<file path="config.mk">
export PLATFORM = sky130hd
export DESIGN_NAME = adaptive_job_interval_controller_unit
export DESIGN_NICKNAME = d
export VERILOG_FILES = /design/src/hdl/ajic_pkg.sv /design/src/hdl/ajic_ctrl.sv /design/src/hdl/ajic_dp.sv /design/src/hdl/adaptive_job_interval_controller_unit.sv
export VERILOG_INCLUDE_DIRS = /design/src /design/src/hdl
export SDC_FILE = /design/constraint.sdc
export NUM_CORES = 1
export LEC_CHECK = 0
export BUFFER_PORTS_ARGS = -buffer_cell sky130_fd_sc_hd__buf_2
export CAP_MARGIN = 5
export CORE_UTILIZATION = 55
export CTS_BUF_LIST = sky130_fd_sc_hd__clkbuf_4 sky130_fd_sc_hd__clkbuf_8
export CTS_CLUSTER_SIZE = 8
export DETAILED_ROUTE_END_ITERATION = 10
export GPL_TIMING_DRIVEN = 0
export PLACE_DENSITY = 0.84
export SLEW_MARGIN = 5
export SYNTH_ARGS = -nofsm -noshare
export SYNTH_HDL_FRONTEND = slang
export SYNTH_HIERARCHICAL = 1
export SYNTH_SLANG_ARGS = --single-unit
</file>
<file path="constraint.sdc">
create_clock -name clk_i -period 8.5 [get_ports clk_i]
set_input_delay 0.85 -clock clk_i [delete_from_list [all_inputs] [get_ports clk_i]]
set_output_delay 0.85 -clock clk_i [all_outputs]
set_load 0.02 [all_outputs]
</file>
<file path="src/hdl/assert_macros.svh">
// Assertion helpers shared by the RTL.
`ifndef ASSERT_MACROS_SVH
`define ASSERT_MACROS_SVH

// Clocked property, disabled while reset is low.
`define AJIC_ASSERT(lbl, clk, rstn, prop, msg) \
  lbl: assert property (@(posedge clk) disable iff (!rstn) (prop)) else $error(msg);

// Condition that must never hold at a clock edge out of reset.
`define AJIC_NEVER(lbl, clk, rstn, cond, msg) \
  lbl: assert property (@(posedge clk) disable iff (!rstn) !(cond)) else $error(msg);

`endif

</file>
<file path="src/hdl/ajic_pkg.sv">
package ajic_pkg;

  // 2^32 nonces * 0.7, in kH
  localparam logic [31:0] JOB_WORK_KH     = 32'd3006477107;
  // 100 GH/s in kH/s
  localparam logic [39:0] RATE_THRESH_KHS = 40'd100000000;
  localparam logic [15:0] ADOPT_DELTA_MS  = 16'd10;
  localparam logic [15:0] CONF_RESET_MS   = 16'd500;
  localparam logic [15:0] MIN_INTERVAL_MS = 16'd200;

  localparam int unsigned RATE_W   = 40;
  localparam int unsigned MS_W     = 16;
  localparam int unsigned QUO_W    = 32;
  localparam int unsigned CFG_IDX_W = 1;
  localparam int unsigned CNT_W    = $clog2(QUO_W);

  // register indexes
  localparam logic [CFG_IDX_W-1:0] REG_CONF_INTERVAL = 1'b0;
  localparam logic [CFG_IDX_W-1:0] REG_NOMINAL_RATE  = 1'b1;

  typedef enum logic [1:0] {
    ST_IDLE,
    ST_DIV,
    ST_TGT,
    ST_BLEND
  } state_e;

  typedef struct packed {
    logic load;    // latch divisor, reset divider
    logic step;    // one restoring division step
    logic tgt;     // form clamped target
    logic commit;  // update interval, load output register
  } cmd_t;

  typedef struct packed {
    logic adaptive;  // nominal rate is nonzero
    logic out_free;  // output register can take a beat
  } sts_t;

endpackage

</file>
<file path="src/hdl/ajic_ctrl.sv">
`include "assert_macros.svh"

module ajic_ctrl (
  input  logic          clk_i,
  input  logic          rst_ni,
  input  logic          in_valid_i,
  output logic          in_ready_o,
  input  ajic_pkg::sts_t sts_i,
  output ajic_pkg::cmd_t cmd_o
);

  ajic_pkg::state_e state_q, state_d;
  logic [ajic_pkg::CNT_W-1:0] cnt_q, cnt_d;

  always_ff @(posedge clk_i or negedge rst_ni) begin
    if (!rst_ni) begin
      state_q <= ajic_pkg::ST_IDLE;
      cnt_q   <= '0;
    end else begin
      state_q <= state_d;
      cnt_q   <= cnt_d;
    end
  end

  // next state
  always_comb begin
    state_d = state_q;
    cnt_d   = cnt_q;
    case (state_q)
      ajic_pkg::ST_IDLE: begin
        if (in_valid_i) begin
          cnt_d   = ajic_pkg::CNT_W'(ajic_pkg::QUO_W - 1);
          state_d = sts_i.adaptive ? ajic_pkg::ST_DIV : ajic_pkg::ST_BLEND;
        end
      end
      ajic_pkg::ST_DIV: begin
        if (cnt_q == '0) begin
          state_d = ajic_pkg::ST_TGT;
        end else begin
          cnt_d = cnt_q - 1'b1;
        end
      end
      ajic_pkg::ST_TGT: begin
        state_d = ajic_pkg::ST_BLEND;
      end
      ajic_pkg::ST_BLEND: begin
        if (sts_i.out_free) begin
          state_d = ajic_pkg::ST_IDLE;
        end
      end
      default: state_d = ajic_pkg::ST_IDLE;
    endcase
  end

  // outputs
  always_comb begin
    cmd_o      = '0;
    in_ready_o = 1'b0;
    case (state_q)
      ajic_pkg::ST_IDLE: begin
        in_ready_o  = 1'b1;
        cmd_o.load  = in_valid_i;
      end
      ajic_pkg::ST_DIV:   cmd_o.step   = 1'b1;
      ajic_pkg::ST_TGT:   cmd_o.tgt    = 1'b1;
      ajic_pkg::ST_BLEND: cmd_o.commit = sts_i.out_free;
      default: cmd_o = '0;
    endcase
  end

  `AJIC_ASSERT(a_cnt_dec, clk_i, rst_ni,
    (state_q == ajic_pkg::ST_DIV && cnt_q != '0) |=> (cnt_q == $past(cnt_q) - 1'b1),
    "divide step counter did not count down")
  `AJIC_ASSERT(a_load_next, clk_i, rst_ni,
    cmd_o.load |=> (state_q == ajic_pkg::ST_DIV || state_q == ajic_pkg::ST_BLEND),
    "accepted beat did not start work")

endmodule

</file>
<file path="src/hdl/ajic_dp.sv">
`include "assert_macros.svh"

module ajic_dp #(
  parameter logic [15:0] MIN_INTERVAL_MS = ajic_pkg::MIN_INTERVAL_MS
) (
  input  logic                               clk_i,
  input  logic                               rst_ni,
  input  logic                               cfg_we_i,
  input  logic [ajic_pkg::CFG_IDX_W-1:0]     cfg_idx_i,
  input  logic [ajic_pkg::RATE_W-1:0]        cfg_data_i,
  input  logic [ajic_pkg::RATE_W-1:0]        measured_rate_khs_i,
  input  ajic_pkg::cmd_t                     cmd_i,
  output ajic_pkg::sts_t                     sts_o,
  input  logic                               out_ready_i,
  output logic                               out_valid_o,
  output logic [ajic_pkg::MS_W-1:0]          period_ms_o,
  output logic [ajic_pkg::MS_W-1:0]          goal_ms_o,
  output logic                               changed_o
);

  localparam int unsigned RW = ajic_pkg::RATE_W;
  localparam int unsigned MW = ajic_pkg::MS_W;
  localparam int unsigned QW = ajic_pkg::QUO_W;
  localparam logic [MW-1:0] CUR_RESET =
    (ajic_pkg::CONF_RESET_MS < MIN_INTERVAL_MS) ? MIN_INTERVAL_MS : ajic_pkg::CONF_RESET_MS;

  logic [MW-1:0] conf_q, cur_q, target_q;
  logic [RW-1:0] nom_q, divisor_q, rem_q;
  logic [QW-1:0] quo_q;
  logic          adapt_q;
  logic          m_valid_q, m_chg_q;
  logic [MW-1:0] m_int_q, m_tgt_q;

  logic [MW-1:0] conf_eff, cfg_conf_eff;

  assign conf_eff     = (conf_q < MIN_INTERVAL_MS) ? MIN_INTERVAL_MS : conf_q;
  assign cfg_conf_eff = (cfg_data_i[MW-1:0] < MIN_INTERVAL_MS) ? MIN_INTERVAL_MS
                                                               : cfg_data_i[MW-1:0];

  // restoring divide step
  logic [RW:0]   trial, trial_sub;
  logic          ge;
  assign trial     = {rem_q, quo_q[QW-1]};
  assign ge        = trial >= {1'b0, divisor_q};
  assign trial_sub = trial - {1'b0, divisor_q};

  // ceiling and clamp
  logic [QW:0]   t_ceil, t_min;
  logic [MW-1:0] t_clamp;
  assign t_ceil  = {1'b0, quo_q} + (QW+1)'(rem_q != '0);
  assign t_min   = (t_ceil < (QW+1)'(MIN_INTERVAL_MS)) ? (QW+1)'(MIN_INTERVAL_MS) : t_ceil;
  assign t_clamp = (t_min > (QW+1)'(conf_eff)) ? conf_eff : t_min[MW-1:0];

  // blend toward target
  logic [MW+1:0] down_sum;
  logic [MW+2:0] up_sum;
  logic [MW-1:0] down_v, up_v, up_cap, next_v, diff;
  logic          chg;
  assign down_sum = (MW+2)'(cur_q) * (MW+2)'(3) + (MW+2)'(target_q);
  assign up_sum   = (MW+3)'(cur_q) * (MW+3)'(7) + (MW+3)'(target_q);
  assign down_v   = down_sum[MW+1:2];
  assign up_v     = up_sum[MW+2:3];
  assign up_cap   = (up_v > conf_eff) ? conf_eff : up_v;

  always_comb begin
    next_v = cur_q;
    if (target_q < cur_q) begin
      next_v = (down_v < MIN_INTERVAL_MS) ? MIN_INTERVAL_MS : down_v;
    end else if (target_q > cur_q) begin
      next_v = (up_cap < MIN_INTERVAL_MS) ? MIN_INTERVAL_MS : up_cap;
    end
  end

  assign diff = (next_v > cur_q) ? (next_v - cur_q) : (cur_q - next_v);
  assign chg  = adapt_q && (diff >= ajic_pkg::ADOPT_DELTA_MS);

  // config and kept interval
  always_ff @(posedge clk_i or negedge rst_ni) begin
    if (!rst_ni) begin
      conf_q <= ajic_pkg::CONF_RESET_MS;
      nom_q  <= '0;
      cur_q  <= CUR_RESET;
    end else begin
      if (cfg_we_i && cfg_idx_i == ajic_pkg::REG_CONF_INTERVAL) begin
        conf_q <= cfg_data_i[MW-1:0];
        cur_q  <= cfg_conf_eff;
      end else if (cmd_i.commit && chg) begin
        cur_q  <= next_v;
      end
      if (cfg_we_i && cfg_idx_i == ajic_pkg::REG_NOMINAL_RATE) begin
        nom_q <= cfg_data_i;
      end
    end
  end

  // divider and target
  always_ff @(posedge clk_i) begin
    if (cmd_i.load) begin
      divisor_q <= (measured_rate_khs_i > ajic_pkg::RATE_THRESH_KHS) ? measured_rate_khs_i
                                                                      : nom_q;
      rem_q     <= '0;
      quo_q     <= ajic_pkg::JOB_WORK_KH;
      target_q  <= '0;
      adapt_q   <= (nom_q != '0);
    end else if (cmd_i.step) begin
      rem_q <= ge ? trial_sub[RW-1:0] : trial[RW-1:0];
      quo_q <= {quo_q[QW-2:0], ge};
    end else if (cmd_i.tgt) begin
      target_q <= t_clamp;
    end
  end

  // output register
  always_ff @(posedge clk_i or negedge rst_ni) begin
    if (!rst_ni) begin
      m_valid_q <= 1'b0;
    end else if (cmd_i.commit) begin
      m_valid_q <= 1'b1;
    end else if (out_ready_i) begin
      m_valid_q <= 1'b0;
    end
  end

  always_ff @(posedge clk_i) begin
    if (cmd_i.commit) begin
      m_int_q <= chg ? next_v : cur_q;
      m_tgt_q <= target_q;
      m_chg_q <= chg;
    end
  end

  assign sts_o.adaptive = (nom_q != '0);
  assign sts_o.out_free = !m_valid_q || out_ready_i;
  assign out_valid_o    = m_valid_q;
  assign period_ms_o    = m_int_q;
  assign goal_ms_o      = m_tgt_q;
  assign changed_o      = m_chg_q;

  `AJIC_NEVER(a_cur_floor, clk_i, rst_ni, cur_q < MIN_INTERVAL_MS,
    "kept interval below minimum")
  `AJIC_NEVER(a_commit_full, clk_i, rst_ni, cmd_i.commit && m_valid_q && !out_ready_i,
    "result overwrote a beat not yet taken")

endmodule

</file>
<file path="src/hdl/adaptive_job_interval_controller_unit.sv">
// Channel   | Dir | Beat fields (tdata/tuser, low bit up)
// s_axis    | in  | tdata[39:0] measured_rate_khs
// m_axis    | out | tdata[15:0] interval, [31:16] target, [32] changed, [39:33] zero
// cfg       | in  | cfg_idx_i 0: configured interval[15:0], 1: nominal_rate_khs[39:0]
//
// Sequence: an adaptive beat runs 32 restoring divide steps on a 41-bit subtractor, then a
//   target clamp step and a blend/commit step, after which the unit returns to idle for the next
//   beat; with nominal rate zero the divider is skipped and the beat goes to blend/commit.
// Reset: async active low; interval = max(500, MIN_INTERVAL_MS), nominal rate 0.
// Stalls: one output register; a new beat is accepted while it waits and its result
//   holds in the blend step until the slot frees. Cfg index 0 also reloads the interval.

module adaptive_job_interval_controller_unit #(
  parameter logic [15:0] MIN_INTERVAL_MS = ajic_pkg::MIN_INTERVAL_MS
) (
  input  logic                           clk_i,
  input  logic                           rst_ni,
  // config write port
  input  logic                           cfg_we_i,
  input  logic [ajic_pkg::CFG_IDX_W-1:0] cfg_idx_i,
  input  logic [ajic_pkg::RATE_W-1:0]    cfg_data_i,
  // input stream
  input  logic                           s_axis_tvalid,
  output logic                           s_axis_tready,
  input  logic [39:0]                    s_axis_tdata,  // [39:0] measured_rate_khs
  // result stream
  output logic                           m_axis_tvalid,
  input  logic                           m_axis_tready,
  output logic [39:0]                    m_axis_tdata   // [15:0] interval,
                                                        // [31:16] target, [32] changed
);

  ajic_pkg::cmd_t cmd;
  ajic_pkg::sts_t sts;

  logic [ajic_pkg::MS_W-1:0] period_ms, goal_ms;
  logic                      changed;

  // sequencer: accept, divide count, clamp, commit
  ajic_ctrl u_ctrl (
    .clk_i      (clk_i),
    .rst_ni     (rst_ni),
    .in_valid_i (s_axis_tvalid),
    .in_ready_o (s_axis_tready),
    .sts_i      (sts),
    .cmd_o      (cmd)
  );

  // registers, divider, blend and output register
  ajic_dp #(
    .MIN_INTERVAL_MS (MIN_INTERVAL_MS)
  ) u_dp (
    .clk_i               (clk_i),
    .rst_ni              (rst_ni),
    .cfg_we_i            (cfg_we_i),
    .cfg_idx_i           (cfg_idx_i),
    .cfg_data_i          (cfg_data_i),
    .measured_rate_khs_i (s_axis_tdata),
    .cmd_i               (cmd),
    .sts_o               (sts),
    .out_ready_i         (m_axis_tready),
    .out_valid_o         (m_axis_tvalid),
    .period_ms_o         (period_ms),
    .goal_ms_o           (goal_ms),
    .changed_o           (changed)
  );

  assign m_axis_tdata = {7'd0, changed, goal_ms, period_ms};

endmodule

</file>
Word level (Yosys, flattened, before mapping)
Index checks and enable logic that the tools add are counted.
Cells by class
  add/subtract/negate cells: 7
  multipliers: 2
  magnitude comparators: 13
  eq/ne operators: 7
  multiplexer cells: 30
  bitwise operators: 2
  reductions and logical operators: 16
Operator list (number)
  16-bit 2-to-1 mux: 12
  40-bit 2-to-1 mux: 2
  40-bit nonzero test: 2
  16-bit by 8-bit less-than comparator with 1-bit output, second input constant: 4
  16-bit > comparator: 3
  41-bit by 40-bit greater-or-equal comparator with 1-bit output: 1
  40-bit by 27-bit > comparator with 1-bit output, second input constant: 1
  40-bit subtractor: 1
  32-bit by 1-bit adder with 33-bit output: 1
  33-bit by 16-bit > comparator with 1-bit output: 1
  33-bit by 8-bit less-than comparator with 1-bit output, second input constant: 1
  33-bit 2-to-1 mux: 1
  16-bit subtractor: 2
  19-bit by 16-bit adder with 19-bit output: 1
  16-bit by 3-bit multiplier with 19-bit output, second input constant: 1
  18-bit by 16-bit adder with 18-bit output: 1
  16-bit by 2-bit multiplier with 18-bit output, second input constant: 1
  16-bit by 4-bit greater-or-equal comparator with 1-bit output, second input constant: 1
  16-bit less-than comparator: 1
  5-bit 2-to-1 mux: 2
  5-bit one-hot mux with 2 select lines: 1
  2-bit 2-to-1 mux: 4
  2-bit one-hot mux with 4 select lines: 1
  1-bit 2-to-1 mux: 7
  14 further kinds: 24
Storage, ports and cells
  register bits: 242
  input bits: 86
  output and inout bits: 42
  word-level logic and storage cells: 91

Longest topological paths before layout
  depth after elaboration: 15
  gate-level depth with buffers: 39
  depth with buffers taken out: 34

By module
Netlist, hierarchy kept.
By module, submodules not included
  ajic_dp: instances 1, cells an instance 2118, area an instance 19304.8 um^2, sequential area each 5825.6 um^2
  ajic_ctrl: instances 1, cells an instance 50, area an instance 481.7 um^2, sequential area each 175.2 um^2
  adaptive_job_interval_controller_unit: instances 1, cells an instance 9, area an instance 63.8 um^2, sequential area each 0.0 um^2

Least setup slack after synthesis
OpenSTA, ideal clock, no wires.
  path type: register to register
  from: reg u_dp.cur_q[6]
  to: reg u_dp.m_int_q[7], in the netlist u_dp/period_ms_o[7], data pin
  library setup time: 260 ps
  arrival: 8990 ps
  data required time: 8240 ps
  path slack: -750 ps
  stages on the path, launching flop included: 37
  buffers on the path: 4
  clock period less this slack: 9250 ps
  path through: dfstp_2 -> inv_1 -> fa_1 -> fa_1 -> inv_1 -> ha_1 -> buf_2 -> a21oi_1 -> nor2b_1 -> or4_4 -> and4_1 -> or4_1 -> and2_1 -> ha_1 -> nand4_1 -> nor2_1 -> a211o_1 -> nand3_1 -> a2bb2oi_1 -> a311o_1 -> nor3_1 -> and2_1 -> buf_4 -> a21o_1 -> inv_1 -> fa_1 -> and2b_1 -> o211ai_1 -> o2bb2ai_4 -> o211a_4 -> mux2_4 -> or4_1 -> and2_1 -> o31a_1 -> buf_6 -> buf_12 -> mux2_4
Between the ends
  cells in the longest elaborated chain, start to end: 13
  elaborated cells on any way between the ends: 21
  those cells by class: 4 x add/sub; 2 x mul; 7 x order compare; 7 x mux; 1 x reduce/logical
Ends and longest elaborated chain
  start, declared: RTL line ajic_dp.sv:27  | logic [MW-1:0] conf_q, cur_q, target_q;
  start signal, assigned: RTL line ajic_dp.sv:86  | cur_q <= cfg_conf_eff;
  start signal, assigned: RTL line ajic_dp.sv:88  | cur_q <= next_v;
  16-bit by 3-bit multiplier with 19-bit output: RTL line ajic_dp.sv:60  | assign up_sum = (MW+3)'(cur_q) * (MW+3)'(7) + (MW+3)'(target_q);
  19-bit by 16-bit adder with 19-bit output: RTL line ajic_dp.sv:60
  16-bit > comparator: RTL line ajic_dp.sv:63  | assign up_cap = (up_v > conf_eff) ? conf_eff : up_v;
  16-bit 2-to-1 mux: RTL line ajic_dp.sv:63
  16-bit by 8-bit less-than comparator with 1-bit output: RTL line ajic_dp.sv:70  | next_v = (up_cap < MIN_INTERVAL_MS) ? MIN_INTERVAL_MS : up_cap;
  16-bit 2-to-1 mux: RTL line ajic_dp.sv:70
  16-bit 2-to-1 mux: RTL line ajic_dp.sv:69  | end else if (target_q > cur_q) begin
  16-bit 2-to-1 mux: RTL line ajic_dp.sv:67  | if (target_q < cur_q) begin
  16-bit subtractor / 16-bit > comparator (equally long branches): RTL line ajic_dp.sv:74  | assign diff = (next_v > cur_q) ? (next_v - cur_q) : (cur_q - next_v);
  16-bit 2-to-1 mux (*): RTL line ajic_dp.sv:74
  16-bit by 4-bit greater-or-equal comparator with 1-bit output (*): RTL line ajic_dp.sv:75  | assign chg = adapt_q && (diff >= ajic_pkg::ADOPT_DELTA_MS);
  1-bit logical AND (*): RTL line ajic_dp.sv:75
  named net u_dp.chg: RTL line ajic_dp.sv:58  | logic chg;
  16-bit 2-to-1 mux (*): RTL line ajic_dp.sv:126  | m_int_q <= chg ? next_v : cur_q;
  end signal, assigned: RTL line ajic_dp.sv:126
  end, declared: RTL line ajic_dp.sv:32  | logic [MW-1:0] m_int_q, m_tgt_q;
Mark *: on every way through the listed nets, which the timed path passes. The rest lies on a longest branch.
A chain may end at the register's enable or synchronous reset.

Final worst setup path
  from: reg u_dp.cur_q[3]
  to: reg u_dp.cur_q[1]
Between the ends
  cells in the longest elaborated chain, start to end: 14
  elaborated cells on any way between the ends: 24
  those cells by class: 4 x add/sub; 2 x mul; 7 x order compare; 8 x mux; 3 x reduce/logical
Ends and longest elaborated chain
  16-bit by 3-bit multiplier with 19-bit output: RTL line ajic_dp.sv:60
  19-bit by 16-bit adder with 19-bit output: RTL line ajic_dp.sv:60
  16-bit > comparator: RTL line ajic_dp.sv:63
  16-bit 2-to-1 mux: RTL line ajic_dp.sv:63
  16-bit by 8-bit less-than comparator with 1-bit output: RTL line ajic_dp.sv:70
  16-bit 2-to-1 mux: RTL line ajic_dp.sv:70
  16-bit 2-to-1 mux: RTL line ajic_dp.sv:69
  16-bit 2-to-1 mux: RTL line ajic_dp.sv:67
  16-bit subtractor / 16-bit > comparator (equally long branches): RTL line ajic_dp.sv:74
  16-bit 2-to-1 mux: RTL line ajic_dp.sv:74
  16-bit by 4-bit greater-or-equal comparator with 1-bit output: RTL line ajic_dp.sv:75
  1-bit logical AND: RTL line ajic_dp.sv:75
  1-bit logical AND: RTL line ajic_dp.sv:87  | end else if (cmd_i.commit && chg) begin
  2-bit nonzero test (no source line)
Parallel ways exist; a longest one is shown, timed or not. The select of a mux whose other input is x is not followed.

==> out/qor.csv <==
stage,metric,value,unit
run_status,status,"complete, but fails checks",
run_status,failing checks,negative setup slack,
critical_path,WS Path Type,register to register,
clock_network,Worst-Skew Late Latency,600,ps
timing,Tcrit/Tclk final,110,%
die,die height,192,um
critical_path,startpoint of the worst-slack reg-to-reg timing path,u_dp/cur_q[3],
synth,Synth cell types,108,
critical_path,critical path endpoint category,register,
clock_network,CTS tree,yes,
layout,most frequent cells in the layout,"173 x nand2_1, 144 x inv_1, 144 x nor2_1",
layout,fraction of layout cells with a size suffix above 1,24.4,%
layout,# fillers,2725,
critical_path,critical path endpoint,u_dp/cur_q[1],
global_route,total track usage,34.7,%
worst_hold_path,Hold Crit Class,input port to async pin,
global_route,largest net degree at the start of global routing,54,
drt,DR WL met2,29.1,mm
timing,minimum clock period,9310,ps
critical_path,crit-path max FO,8,
critical_path,Crit. Startpoint,u_dp/cur_q[3],
die,die area,36900,um^2
timing,Setup TNS Final,-24290,ps
timing,Fmax,0.107,GHz
drt,vias post-DR,19000,
clock_network,root buffer cell,clkbuf_8,
die,CORE AREA,35600,um^2
synth,Post-Syn Instances,2177,
global_route,first-pass GRT wire length,99.0,mm
drt,post-DR vias/cell,6.44,
layout,post-route insts no fill,2948,
clock_network,"Reg clk slew, reported paths",60,ps
layout,Area Growth Syn to Fin,19.8,%
placed_design,port bufs,120,
critical_path,CP startpoint kind,register,
timing,worst-margin pin slew,949,ps
critical_path,R2R depth,37,
drt,wire per inst,22.2,um
synth,Synth Register Bits,242,
timing,PnR worst setup slack,-809,ps
placed_design,placed instance count,2767,
drt,final wirelength,65.5,mm
drt,M1 wire length,26.9,mm
global_route,initial antenna violation count,5,
critical_path,CP max stage delay,570,ps
die,Die X,192,um
synth,top_reg_cell synth,dfxtp_1,
synth,synthesized cell area,19900,um^2
die,I/O pins,128,
layout,final core occ,66.8,%
clock_network,maximum root-to-sink buffer count,3,
critical_path,Worst R2R End,u_dp/cur_q[1],
critical_path,arrival time at the worst endpoint,9750,ps
global_route,vias in the first global route,17900,
clock_network,TritonCTS Buffers,44,
critical_path,Reg2Reg Setup Slack,-810,ps
critical_path,Required @ worst endpoint,8940,ps
drt,Iter 0 DRT Violations,2177,
layout,Final nets,2744,
job,Max Cap Violations,0,
timing,Fin. Hold Viols,0,
drt,1st-pass router iterations,6,
clock_network,CTS H-tree depth,2,
drt,met3 routed wirelength,6.51,mm
die,Core Rows,69,
placed_design,RePlAce Congestion,1.00,
placed_design,DP HPWL,48.7,mm
timing,final setup skew,56.4,ps
synth,Synth Warn #,6,
drt,drt drc,0,
synth,sequential share of the synthesized area,30.2,%
critical_path,CP max stage cell,fa_1,
drt,Post-DRT Antenna Nets,0,
timing,Final setup viols,33,
clock_network,clock sink count,242,
clock_network,hold_buf cts,0,
timing,RSZ-0062 raised after global routing,yes,
die,Initial Util,55.8,%
synth,"EDFF count, synth",74,
timing,Slew headroom,36.7,%
global_route,total gr overflow,0,
drt,highest routed metal layer,met5,
layout,"most common cell after layout, fill and taps aside",nand2_1,
synth,asr flop ratio synth,33.1,%
synth,Synth Area per Inst,9.12,um^2
timing,final slew viol count,0,
repair_timing:
item | CTS | global route
gates cloned | 2 | 0
pin swaps | 35 | 59
endpoints found under the setup margin | 33 | 33
setup buffers | 64 | 35
gates resized for setup | 75 | 84
logic make-up after synthesis:
group | count (synthesis) | share of synthesized area [%]
simple gates | 664 | 17.1
fa+ha+maj | 211 | 15.1
xor+xnor | 71 | 3.13
other cells | 1 | 0.0189
compound gates | 564 | 20.1
mux | 161 | 8.71
buf+inv | 263 | 5.59
flops | 242 | 30.2
cell type report:
type	instances	area (um^2)	share of cell area [%]
timing repair buffer	224	1540	6.49
sequential	242	6010	25.3
tap	461	577	2.43
clock buffer	64	781	3.28
buffer	94	500	2.10
antenna	4	10.0	0.0421
inverter	163	663	2.79
multi-input combinational	1678	13600	57.0
clock inverter	18	140	0.589
Yosys cell counts, types with 61 or more instances:
cell type / number / share of area (%)
o21ai_0: 82 / 2.1
ha_1: 163 / 10
clkbuf_1: 61 / 1.2
edfxtp_1: 74 / 11
dfxtp_1: 88 / 8.9
dfrtp_1: 68 / 8.6
mux2i_1: 73 / 3.7
inv_1: 163 / 3.1
nor2_1: 147 / 2.8
nand2_1: 176 / 3.3
mux2_2: 82 / 4.7
a21oi_1: 121 / 3.1
metal layers:
layer,track usage [%],vias up
met2,53.3,1052
met5,0,-
met3,7.03,195
met1,47.4,9176
met4,14.7,2
li1,-,8572
worst min path at each step:
stage / from / to / slack [ps] / depth (start not counted)
5_1_grt: rst_ni / u_dp/out_valid_o / 200 / 1
3_3_place_gp: u_dp/conf_q[6] / u_dp/conf_q[6] / 460 / 2
4_1_cts: rst_ni / u_dp/out_valid_o / 170 / 1
6_report: rst_ni / u_ctrl/cnt_q[0] / 190 / 1
2_1_floorplan: u_dp/target_q[0] / u_dp/goal_ms_o[0] / 430 / 0
3_5_place_dp: u_dp/conf_q[0] / u_dp/conf_q[0] / 470 / 2
registers in the layout, summed over array words and instances (netlist names), 32 cells and up:
| name | cells |
|---|---|
| u_dp/quo_q | 32 |
| u_dp/nom_q | 40 |
| u_dp/rem_q | 40 |
| u_dp/divisor_q | 40 |
metrics by stage:
step / instance area [um^2] / hold WS [ps] / worst slack, ps
after floorplan: 20100 / 434 / -162
after global placement: 21300 / 458 / -1780
after detailed placement: 21300 / 466 / -1890
after CTS: 23100 / 172 / -787
after global routing: 23800 / 197 / -1020
final: 23800 / 194 / -809
worst max-delay path: cells and delay by family (launching register included):
kind	cells	cell delay [ps]
AND/OR/NAND/NOR	6	1410
multiplexers	2	620
AO/OA/AOI/OAI	17	3960
buffers and inverters	7	990
flip-flops	1	380
adder cells (fa/ha/maj)	5	1810
Power is not shown: default switching activity piles up to over one toggle a cycle in this logic, so the estimate is an artifact.
